[config.mk]
export PLATFORM = sky130hd
export DESIGN_NAME = varint_prefixed_field_deframer
export DESIGN_NICKNAME = d
export VERILOG_FILES = /design/src/hw/rtl/vpfd_pkg.sv /design/src/hw/rtl/vpfd_in_reg.sv /design/src/hw/rtl/vpfd_core.sv /design/src/hw/rtl/vpfd_out_reg.sv /design/src/hw/rtl/varint_prefixed_field_deframer.sv
export VERILOG_INCLUDE_DIRS = /design/src /design/src/hw/rtl
export SDC_FILE = /design/constraint.sdc
export NUM_CORES = 1
export LEC_CHECK = 0
export ABC_AREA = 1
export ABC_CLOCK_PERIOD_IN_PS = 5350
export BUFFER_PORTS_ARGS = -buffer_cell sky130_fd_sc_hd__buf_4
export CAP_MARGIN = 20
export CORE_ASPECT_RATIO = 1.4
export CORE_UTILIZATION = 60
export DETAILED_ROUTE_END_ITERATION = 16
export PLACE_DENSITY_LB_ADDON = 0.15
export SLEW_MARGIN = 20
export SYNTH_ARGS = -nofsm -noshare
export SYNTH_HDL_FRONTEND = slang
export SYNTH_SLANG_ARGS = --single-unit
[constraint.sdc]
create_clock -name clk_i -period 5.35 [get_ports clk_i]
set_clock_uncertainty 0.15 [all_clocks]
set_input_delay 1.07 -clock clk_i [delete_from_list [all_inputs] [get_ports clk_i]]
set_output_delay 1.07 -clock clk_i [all_outputs]
set_load 0.005 [all_outputs]
[src/hw/rtl/varint_prefixed_field_deframer_macros.svh]
// ---------------------------------------------------------------------------
// Varint deframer assertion macros
// Shared concurrent assertion helpers, clocked on clk_i, reset on rst_ni.
// ---------------------------------------------------------------------------
`ifndef VARINT_PREFIXED_FIELD_DEFRAMER_MACROS_SVH
`define VARINT_PREFIXED_FIELD_DEFRAMER_MACROS_SVH

// same-cycle implication
`define VPFD_ASSERT_IMP(label, ante, cons, msg) \
  label: assert property (@(posedge clk_i) disable iff (!rst_ni) (ante) |-> (cons)) \
    else $error(msg);

// next-cycle implication
`define VPFD_ASSERT_NXT(label, ante, cons, msg) \
  label: assert property (@(posedge clk_i) disable iff (!rst_ni) (ante) |=> (cons)) \
    else $error(msg);

`endif

[src/hw/rtl/vpfd_pkg.sv]
// ---------------------------------------------------------------------------
// Varint deframer package
// Widths, phase/kind/error codes and beat types shared by the deframer.
// ---------------------------------------------------------------------------
package vpfd_pkg;

  localparam int unsigned LenW = 62;

  localparam logic [LenW-1:0] MaxLengthRst = LenW'(65535);
  localparam logic [LenW-1:0] NonMin1      = LenW'(64'h40);
  localparam logic [LenW-1:0] NonMin2      = LenW'(64'h4000);
  localparam logic [LenW-1:0] NonMin3      = LenW'(64'h4000_0000);

  localparam logic [1:0] PhStart   = 2'd0;
  localparam logic [1:0] PhPrefix  = 2'd1;
  localparam logic [1:0] PhPayload = 2'd2;
  localparam logic [1:0] PhDrop    = 2'd3;

  localparam logic [1:0] KindPayload = 2'd0;
  localparam logic [1:0] KindEmpty   = 2'd1;
  localparam logic [1:0] KindError   = 2'd2;

  localparam logic [1:0] ErrNone      = 2'd0;
  localparam logic [1:0] ErrNonMin    = 2'd1;
  localparam logic [1:0] ErrExceeds   = 2'd2;
  localparam logic [1:0] ErrTruncated = 2'd3;

  typedef struct packed {
    logic [7:0] in_byte;
    logic       buffer_end;
  } in_beat_t;

  typedef struct packed {
    logic [1:0]      kind;
    logic [7:0]      payload_byte;
    logic            field_last;
    logic [LenW-1:0] field_length;
    logic [1:0]      error_code;
  } res_beat_t;

endpackage

[src/hw/rtl/vpfd_in_reg.sv]
// ---------------------------------------------------------------------------
// Varint deframer input register
// Holds one input beat; refills in the cycle the held beat is consumed.
// ---------------------------------------------------------------------------
module vpfd_in_reg (
  input  logic              clk_i,
  input  logic              rst_ni,
  input  logic              in_valid_i,
  output logic              in_ready_o,
  input  vpfd_pkg::in_beat_t in_beat_i,
  output logic              beat_valid_o,
  input  logic              beat_take_i,
  output vpfd_pkg::in_beat_t beat_o
);

  logic               valid_q;
  vpfd_pkg::in_beat_t beat_q;

  assign in_ready_o   = !valid_q || beat_take_i;
  assign beat_valid_o = valid_q;
  assign beat_o       = beat_q;

  always_ff @(posedge clk_i or negedge rst_ni) begin
    if (!rst_ni) begin
      valid_q <= 1'b0;
    end else if (in_ready_o) begin
      valid_q <= in_valid_i;
    end
  end

  always_ff @(posedge clk_i) begin
    if (in_valid_i && in_ready_o) begin
      beat_q <= in_beat_i;
    end
  end

endmodule

[src/hw/rtl/vpfd_core.sv]
// ---------------------------------------------------------------------------
// Varint deframer core
// Prefix decode, length checks, payload count and drop phase, one beat per
// cycle in which fire_i is high.
// ---------------------------------------------------------------------------
`include "varint_prefixed_field_deframer_macros.svh"

module vpfd_core (
  input  logic                          clk_i,
  input  logic                          rst_ni,
  input  logic                          fire_i,
  input  vpfd_pkg::in_beat_t            beat_i,
  input  logic [vpfd_pkg::LenW-1:0]     max_length_i,
  output logic                          res_valid_o,
  output vpfd_pkg::res_beat_t           res_o
);

  localparam int unsigned LenW = vpfd_pkg::LenW;

  logic [1:0]      phase_q, phase_d;
  logic [2:0]      left_q, left_d;
  logic [1:0]      size_q, size_d;
  logic [LenW-1:0] acc_q, acc_d;
  logic [LenW-1:0] pay_q, pay_d;

  logic [7:0] b;
  logic       fin;
  logic       nonmin, over, do_check, do_fail;
  logic [1:0] fail_code;

  assign b   = beat_i.in_byte;
  assign fin = beat_i.buffer_end;

  always_comb begin
    phase_d   = phase_q;
    left_d    = left_q;
    size_d    = size_q;
    acc_d     = acc_q;
    pay_d     = pay_q;
    do_check  = 1'b0;
    do_fail   = 1'b0;
    fail_code = vpfd_pkg::ErrNone;
    res_valid_o = 1'b0;
    res_o       = '0;
    case (phase_q)
      vpfd_pkg::PhStart: begin
        size_d = b[7:6];
        acc_d  = LenW'(b[5:0]);
        case (b[7:6])
          2'd0:    left_d = 3'd0;
          2'd1:    left_d = 3'd1;
          2'd2:    left_d = 3'd3;
          default: left_d = 3'd7;
        endcase
        if (left_d == 3'd0) begin
          do_check = 1'b1;
        end else if (fin) begin
          do_fail   = 1'b1;
          fail_code = vpfd_pkg::ErrTruncated;
        end else begin
          phase_d = vpfd_pkg::PhPrefix;
        end
      end
      vpfd_pkg::PhPrefix: begin
        acc_d  = {acc_q[LenW-9:0], b};
        left_d = left_q - 3'd1;
        if (left_d == 3'd0) begin
          do_check = 1'b1;
        end else if (fin) begin
          do_fail   = 1'b1;
          fail_code = vpfd_pkg::ErrTruncated;
        end
      end
      vpfd_pkg::PhPayload: begin
        pay_d = pay_q - LenW'(1);
        if (pay_d == '0) begin
          phase_d            = vpfd_pkg::PhStart;
          res_valid_o        = 1'b1;
          res_o.kind         = vpfd_pkg::KindPayload;
          res_o.payload_byte = b;
          res_o.field_last   = 1'b1;
          res_o.field_length = acc_q;
        end else if (fin) begin
          do_fail   = 1'b1;
          fail_code = vpfd_pkg::ErrTruncated;
        end else begin
          res_valid_o        = 1'b1;
          res_o.kind         = vpfd_pkg::KindPayload;
          res_o.payload_byte = b;
          res_o.field_length = acc_q;
        end
      end
      default: begin
        if (fin) begin
          phase_d = vpfd_pkg::PhStart;
        end
      end
    endcase

    nonmin = (size_d == 2'd1 && acc_d < vpfd_pkg::NonMin1) ||
             (size_d == 2'd2 && acc_d < vpfd_pkg::NonMin2) ||
             (size_d == 2'd3 && acc_d < vpfd_pkg::NonMin3);
    over   = acc_d > max_length_i;

    if (do_check) begin
      if (nonmin) begin
        do_fail   = 1'b1;
        fail_code = vpfd_pkg::ErrNonMin;
      end else if (over) begin
        do_fail   = 1'b1;
        fail_code = vpfd_pkg::ErrExceeds;
      end else if (acc_d == '0) begin
        phase_d     = vpfd_pkg::PhStart;
        res_valid_o = 1'b1;
        res_o.kind  = vpfd_pkg::KindEmpty;
      end else if (fin) begin
        do_fail   = 1'b1;
        fail_code = vpfd_pkg::ErrTruncated;
      end else begin
        pay_d   = acc_d;
        phase_d = vpfd_pkg::PhPayload;
      end
    end

    if (do_fail) begin
      phase_d          = fin ? vpfd_pkg::PhStart : vpfd_pkg::PhDrop;
      left_d           = 3'd0;
      pay_d            = '0;
      res_valid_o      = 1'b1;
      res_o            = '0;
      res_o.kind       = vpfd_pkg::KindError;
      res_o.error_code = fail_code;
    end
  end

  always_ff @(posedge clk_i or negedge rst_ni) begin
    if (!rst_ni) begin
      phase_q <= vpfd_pkg::PhStart;
      left_q  <= 3'd0;
      size_q  <= 2'd0;
      acc_q   <= '0;
      pay_q   <= '0;
    end else if (fire_i) begin
      phase_q <= phase_d;
      left_q  <= left_d;
      size_q  <= size_d;
      acc_q   <= acc_d;
      pay_q   <= pay_d;
    end
  end

  `VPFD_ASSERT_IMP(a_pay_nonzero, phase_q == vpfd_pkg::PhPayload, pay_q != '0, "payload count zero in payload phase")
  `VPFD_ASSERT_IMP(a_prefix_left, phase_q == vpfd_pkg::PhPrefix, left_q != 3'd0, "no prefix bytes left in prefix phase")
  `VPFD_ASSERT_IMP(a_err_code, res_valid_o && res_o.kind == vpfd_pkg::KindError, res_o.error_code != vpfd_pkg::ErrNone, "error beat without code")
  `VPFD_ASSERT_NXT(a_last_start, fire_i && res_valid_o && res_o.field_last, phase_q == vpfd_pkg::PhStart, "last payload beat not followed by prefix start")

endmodule

[src/hw/rtl/vpfd_out_reg.sv]
// ---------------------------------------------------------------------------
// Varint deframer result register
// Holds one result beat for the downstream side; reloads as it drains.
// ---------------------------------------------------------------------------
module vpfd_out_reg (
  input  logic                clk_i,
  input  logic                rst_ni,
  output logic                room_o,
  input  logic                load_i,
  input  vpfd_pkg::res_beat_t res_i,
  output logic                out_valid_o,
  input  logic                out_ready_i,
  output vpfd_pkg::res_beat_t res_o
);

  logic                valid_q;
  vpfd_pkg::res_beat_t res_q;

  assign room_o      = !valid_q || out_ready_i;
  assign out_valid_o = valid_q;
  assign res_o       = res_q;

  always_ff @(posedge clk_i or negedge rst_ni) begin
    if (!rst_ni) begin
      valid_q <= 1'b0;
    end else if (room_o) begin
      valid_q <= load_i;
    end
  end

  always_ff @(posedge clk_i) begin
    if (load_i && room_o) begin
      res_q <= res_i;
    end
  end

endmodule

[src/hw/rtl/varint_prefixed_field_deframer.sv]
// A beat is held in the input register and decoded combinationally by the
// core; its result is registered in the result register that drives the output.
// Throughput: one input beat per cycle, bounded only by output backpressure
// on the single result register.
// Reset: asynchronous, active low; clears phase and counters, empties both
// registers and sets max_length to 65535.
// ---------------------------------------------------------------------------
// Varint length-prefixed field deframer
// Splits a byte stream into varint-length-prefixed fields, checks lengths.
// ---------------------------------------------------------------------------
module varint_prefixed_field_deframer (
  input  logic                      clk_i,
  input  logic                      rst_ni,
  input  logic                      in_valid_i,
  output logic                      in_ready_o,
  input  logic [7:0]                in_byte_i,
  input  logic                      buffer_end_i,
  output logic                      out_valid_o,
  input  logic                      out_ready_i,
  output logic [1:0]                kind_o,
  output logic [7:0]                payload_byte_o,
  output logic                      field_last_o,
  output logic [vpfd_pkg::LenW-1:0] field_length_o,
  output logic [1:0]                error_code_o,
  input  logic                      cfg_we_i,
  input  logic [vpfd_pkg::LenW-1:0] cfg_wdata_i
);

  logic [vpfd_pkg::LenW-1:0] max_length_q;

  vpfd_pkg::in_beat_t  in_beat, core_beat;
  vpfd_pkg::res_beat_t core_res, out_res;
  logic beat_valid, room, fire, res_valid;

  assign in_beat.in_byte    = in_byte_i;
  assign in_beat.buffer_end = buffer_end_i;
  assign fire = beat_valid && room;

  always_ff @(posedge clk_i or negedge rst_ni) begin
    if (!rst_ni) begin
      max_length_q <= vpfd_pkg::MaxLengthRst;
    end else if (cfg_we_i) begin
      max_length_q <= cfg_wdata_i;
    end
  end

  vpfd_in_reg u_in_reg (
    .clk_i        (clk_i),
    .rst_ni       (rst_ni),
    .in_valid_i   (in_valid_i),
    .in_ready_o   (in_ready_o),
    .in_beat_i    (in_beat),
    .beat_valid_o (beat_valid),
    .beat_take_i  (fire),
    .beat_o       (core_beat)
  );

  vpfd_core u_core (
    .clk_i        (clk_i),
    .rst_ni       (rst_ni),
    .fire_i       (fire),
    .beat_i       (core_beat),
    .max_length_i (max_length_q),
    .res_valid_o  (res_valid),
    .res_o        (core_res)
  );

  vpfd_out_reg u_out_reg (
    .clk_i       (clk_i),
    .rst_ni      (rst_ni),
    .room_o      (room),
    .load_i      (fire && res_valid),
    .res_i       (core_res),
    .out_valid_o (out_valid_o),
    .out_ready_i (out_ready_i),
    .res_o       (out_res)
  );

  assign kind_o         = out_res.kind;
  assign payload_byte_o = out_res.payload_byte;
  assign field_last_o   = out_res.field_last;
  assign field_length_o = out_res.field_length;
  assign error_code_o   = out_res.error_code;

endmodule

==> impl_metrics.yaml <==
grt:
  antenna_found_initial: 2
  grt.total_usage_pct: 39.6
  grt_start_max_net_pins: 112
  grt_overflow: 0
  grt_pass1_vias: 14950
  grt_first_pass_wirelength_um: 84400
setup_path:
  cp_slowest_cell: "o22ai_1"
  crit_family: "simple AND/OR/NAND/NOR gates"
  cp-end-kind: "flop"
  r2r_setup_slack_ns: 0.77
  critPathKind: "reg -> reg"
  crit_arrival_ns: 4.68
  cp_slowest_stage_delay_ns: 0.51
  cp-start-kind: "flop"
  crit_fanout: 41
  path_cells: "inv_4, nand2_4, buf_12, o22ai_1, ha_1, nand2_1, inv_1, nand3_1, nor2_1, nand2_1, nor3_1, nand4_1, o21ai_1, nand3_2, nor2_1, a21oi_1, nand2_1, nand2_1, clkinv_2, buf_4"
  crit_top_cell: "nand2_1"
  critPathBufInv: 5
  crit_required_ns: 5.45
synth:
  yosys_warnings: 0
  yosysMostFrequentCell: "nand2_1"
  avgSynthCellArea_um2: 7.70
  seq_area_frac_synth_pct: 44.6
  syn-cell-area_um2: 16600
  synth_top_area_share_pct: 26.9
  synth_edf_count: 84
  mappedNetlistNets: 2303
  ys_top_cells_by_count: "nand2_1 (571), nor2_1 (276), inv_1 (243)"
  synth_top_cell_by_area: "dfrtp_1"
  synth_flop_cell: "dfrtp_1"
  ys_types: 47
  async_flop_share_pct: 69.9
  ys_ff_latch: 279
  synthTopCellsByArea: "dfrtp_1 (27%), edfxtp_1 (15%), nand2_1 (13%)"
  syn_inst: 2161
layout:
  areaGrowthSynthToFinish_pct: 15.2
  design_area_um2: 19200
  utilization_pct: 70.8
  fill_cells: 2156
  nets: 2436
  layout-drive-gt1-share_pct: 14.1
  layout.cells.non_filler: 2682
power_and_ir_drop:
  vdd_drop_max_mv: 0.420
  p_per_area_nw_per_um2: 602
  p_leak_nw: 8.99
die:
  start_util_pct: 61.4
  die_h_um: 199
  ios: 153
  die_area_um2: 28400
  design.core.area_um2: 27100
  row_count: 71
  die_x_um: 143
sta:
  worst_slack_ns: 0.772
  setup_viol: 0
  worst-slew-pin-transition_ns: 0.955
  period_minus_slack_ns: 4.58
  fin_tns_setup_ns: 0
  max_freq_ghz: 0.218
  fin_crit_sh_pct: 85.6
  final_max_slew_viol_count: 0
  slew_headroom_pct: 36.4
  hold_viol_final: 0
  rsz0062_at_grt: "false"
clock_tree:
  cts_sinks: 279
  clock_path_buffers: 3
  cts_resized: 0
  clk_pin_slew_ns: 0.06
  tritoncts: "done"
  cts_buffers: 28
  clk_latency_ns: 0.57
  post-cts-setup-buffer-count: 0
  htreeDepth: 1
  hold_buffers: 0
  cts-root-buf: "clkbuf_16"
drt:
  ant_nets: 0
  vias_per_cell: 5.89
  avgRoutedWirePerCell_um: 20.4
  dr_total_vias: 15796
  dr.pass1.iters: 8
  drt_iter0_markers: 1391
  drc: 0
  drt-total-wl_um: 54700
outcome:
  status: "complete, no violations"
placement:
  io_buffers: 152
  post-dp-hpwl_um: 41000
  gp_congestion: 1.03
  place_area_um2: 18200
  place_ws_ns: 0.882
  dp.cells: 2628
job:
  max_cap_violations: 0
worst_hold_path:
  hold_class: "reg -> reg"
layout make-up:
type                            instances  area, um2  share of cell area [%]
Antenna cell                            1       2.50                  0.0130
Clock buffer                           41        811                    4.23
Clock inverter                         11        173                   0.900
Inverter                              252        952                    4.96
Multi-Input combinational cell       1541       7830                    40.8
Sequential cell                       279       7420                    38.7
Tap cell                              365        457                    2.38
Timing Repair Buffer                  192       1540                    8.00
worst paths after layout:
check / startpoint / end / depth (start not counted)
max: u_core.phase_q[1]$_DFFE_PN0P_ / u_out_reg.res_o[3]$_SDFFCE_PP0P_ / 20
min: max_length_q[5]$_DFFE_PN1P_ / max_length_q[5]$_DFFE_PN1P_ / 2
max reg2reg: u_core.phase_q[1]$_DFFE_PN0P_ / u_out_reg.res_o[3]$_SDFFCE_PP0P_ / 20
min reg2reg: max_length_q[5]$_DFFE_PN1P_ / max_length_q[5]$_DFFE_PN1P_ / 2
max in group asynchronous: rst_ni / max_length_q[1]$_DFFE_PN1P_ / 2
min in group asynchronous: rst_ni / max_length_q[52]$_DFFE_PN0P_ / 1
layer usage:
| metal | share of wire, % | vias up | GRT usage, % |
|---|---|---|---|
| li1 | - | 7372 | - |
| met3 | 7.4 | 183 | 5.90 |
| met4 | 5.4 | 2 | 20.3 |
| met1 | 38 | 7464 | 48.2 |
| met2 | 49 | 775 | 68.0 |
| met5 | 0.024 | - | 0 |
tightest hold or removal path: cells and delay by family (launching register included):
family,cells,cell delay [ns]
buf+inv,1,0.06
flops,1,0.36
compound gates,1,0.07
report_power, final:
| group | internal (mW) | switching (mW) |
|---|---|---|
| registers | 2.75 | 0.420 |
| clock network | 1.25 | 0.868 |
| logic | 1.97 | 4.30 |
| total | 5.96 | 5.59 |
registers in the layout (all words and copies together), names as in the netlist:
register               flops
u_core.phase_q             2
u_in_reg.beat_valid_o      1
u_core.acc_q              62
u_core.pay_q              62
u_out_reg.out_valid_o      1
u_core.size_q              2
u_core.left_q              3
u_out_reg.res_o           75
max_length_q              62
u_in_reg.beat_o            9
kinds of logic (layout without fill, tap and decap cells):
logic type | after synthesis | count (layout) | share of synthesized area, %
AO/OA/AOI/OAI | 451 | 451 | 15.4
XOR/XNOR | 17 | 17 | 0.895
adder cells (fa/ha/maj) | 66 | 66 | 4.96
buffers and inverters | 341 | 496 | 8.48
flip-flops | 279 | 279 | 44.6
multiplexers | 1 | 1 | 0.0676
other | 0 | 1 | 0
AND/OR/NAND/NOR | 1006 | 1006 | 25.6
cells in the final DEF, fill, tap and decap left out, types with 3 or more instances in the layout:
cell type / Yosys / routed
dfrtp_1: 179 / 179
edfxtp_1: 84 / 84
ha_1: 66 / 66
clkbuf_1: 58 / 8
nor2_2: 15 / 15
inv_1: 243 / 242
o22ai_2: 12 / 12
nand4_1: 22 / 22
xnor2_1: 4 / 4
xor2_1: 13 / 13
bufinv_16: 0 / 4
nand3_1: 55 / 55
o21ai_1: 68 / 68
inv_2: 7 / 7
dfstp_2: 16 / 16
clkbuf_16: 0 / 29
clkinv_2: 0 / 3
nand3_2: 5 / 4
o211ai_1: 50 / 50
nand2_4: 8 / 8
nor2_4: 10 / 11
buf_4: 6 / 184
nor2_8: 3 / 3
a21oi_1: 36 / 36
buf_12: 0 / 7
and2_1: 4 / 4
o21ai_0: 221 / 221
o22ai_1: 58 / 58
nand3b_1: 5 / 5
nor2_1: 276 / 275
nor4_1: 10 / 10
nor3_1: 9 / 9
nand2_2: 6 / 7
clkinvlp_4: 0 / 3
clkbuf_8: 0 / 5
nand2_1: 571 / 570
stage by stage:
| stage | hold slack, ns | total power [mW] |
|---|---|---|
| 2_1_floorplan | 0.303 | 7.35 |
| 3_3_place_gp | 0.321 | 9.20 |
| 3_5_place_dp | 0.329 | 9.29 |
| 4_1_cts | 0.345 | 11.4 |
| 5_1_grt | 0.379 | 12.3 |
| 6_report | 0.348 | 11.6 |
Power figures use the tool's default switching activity.
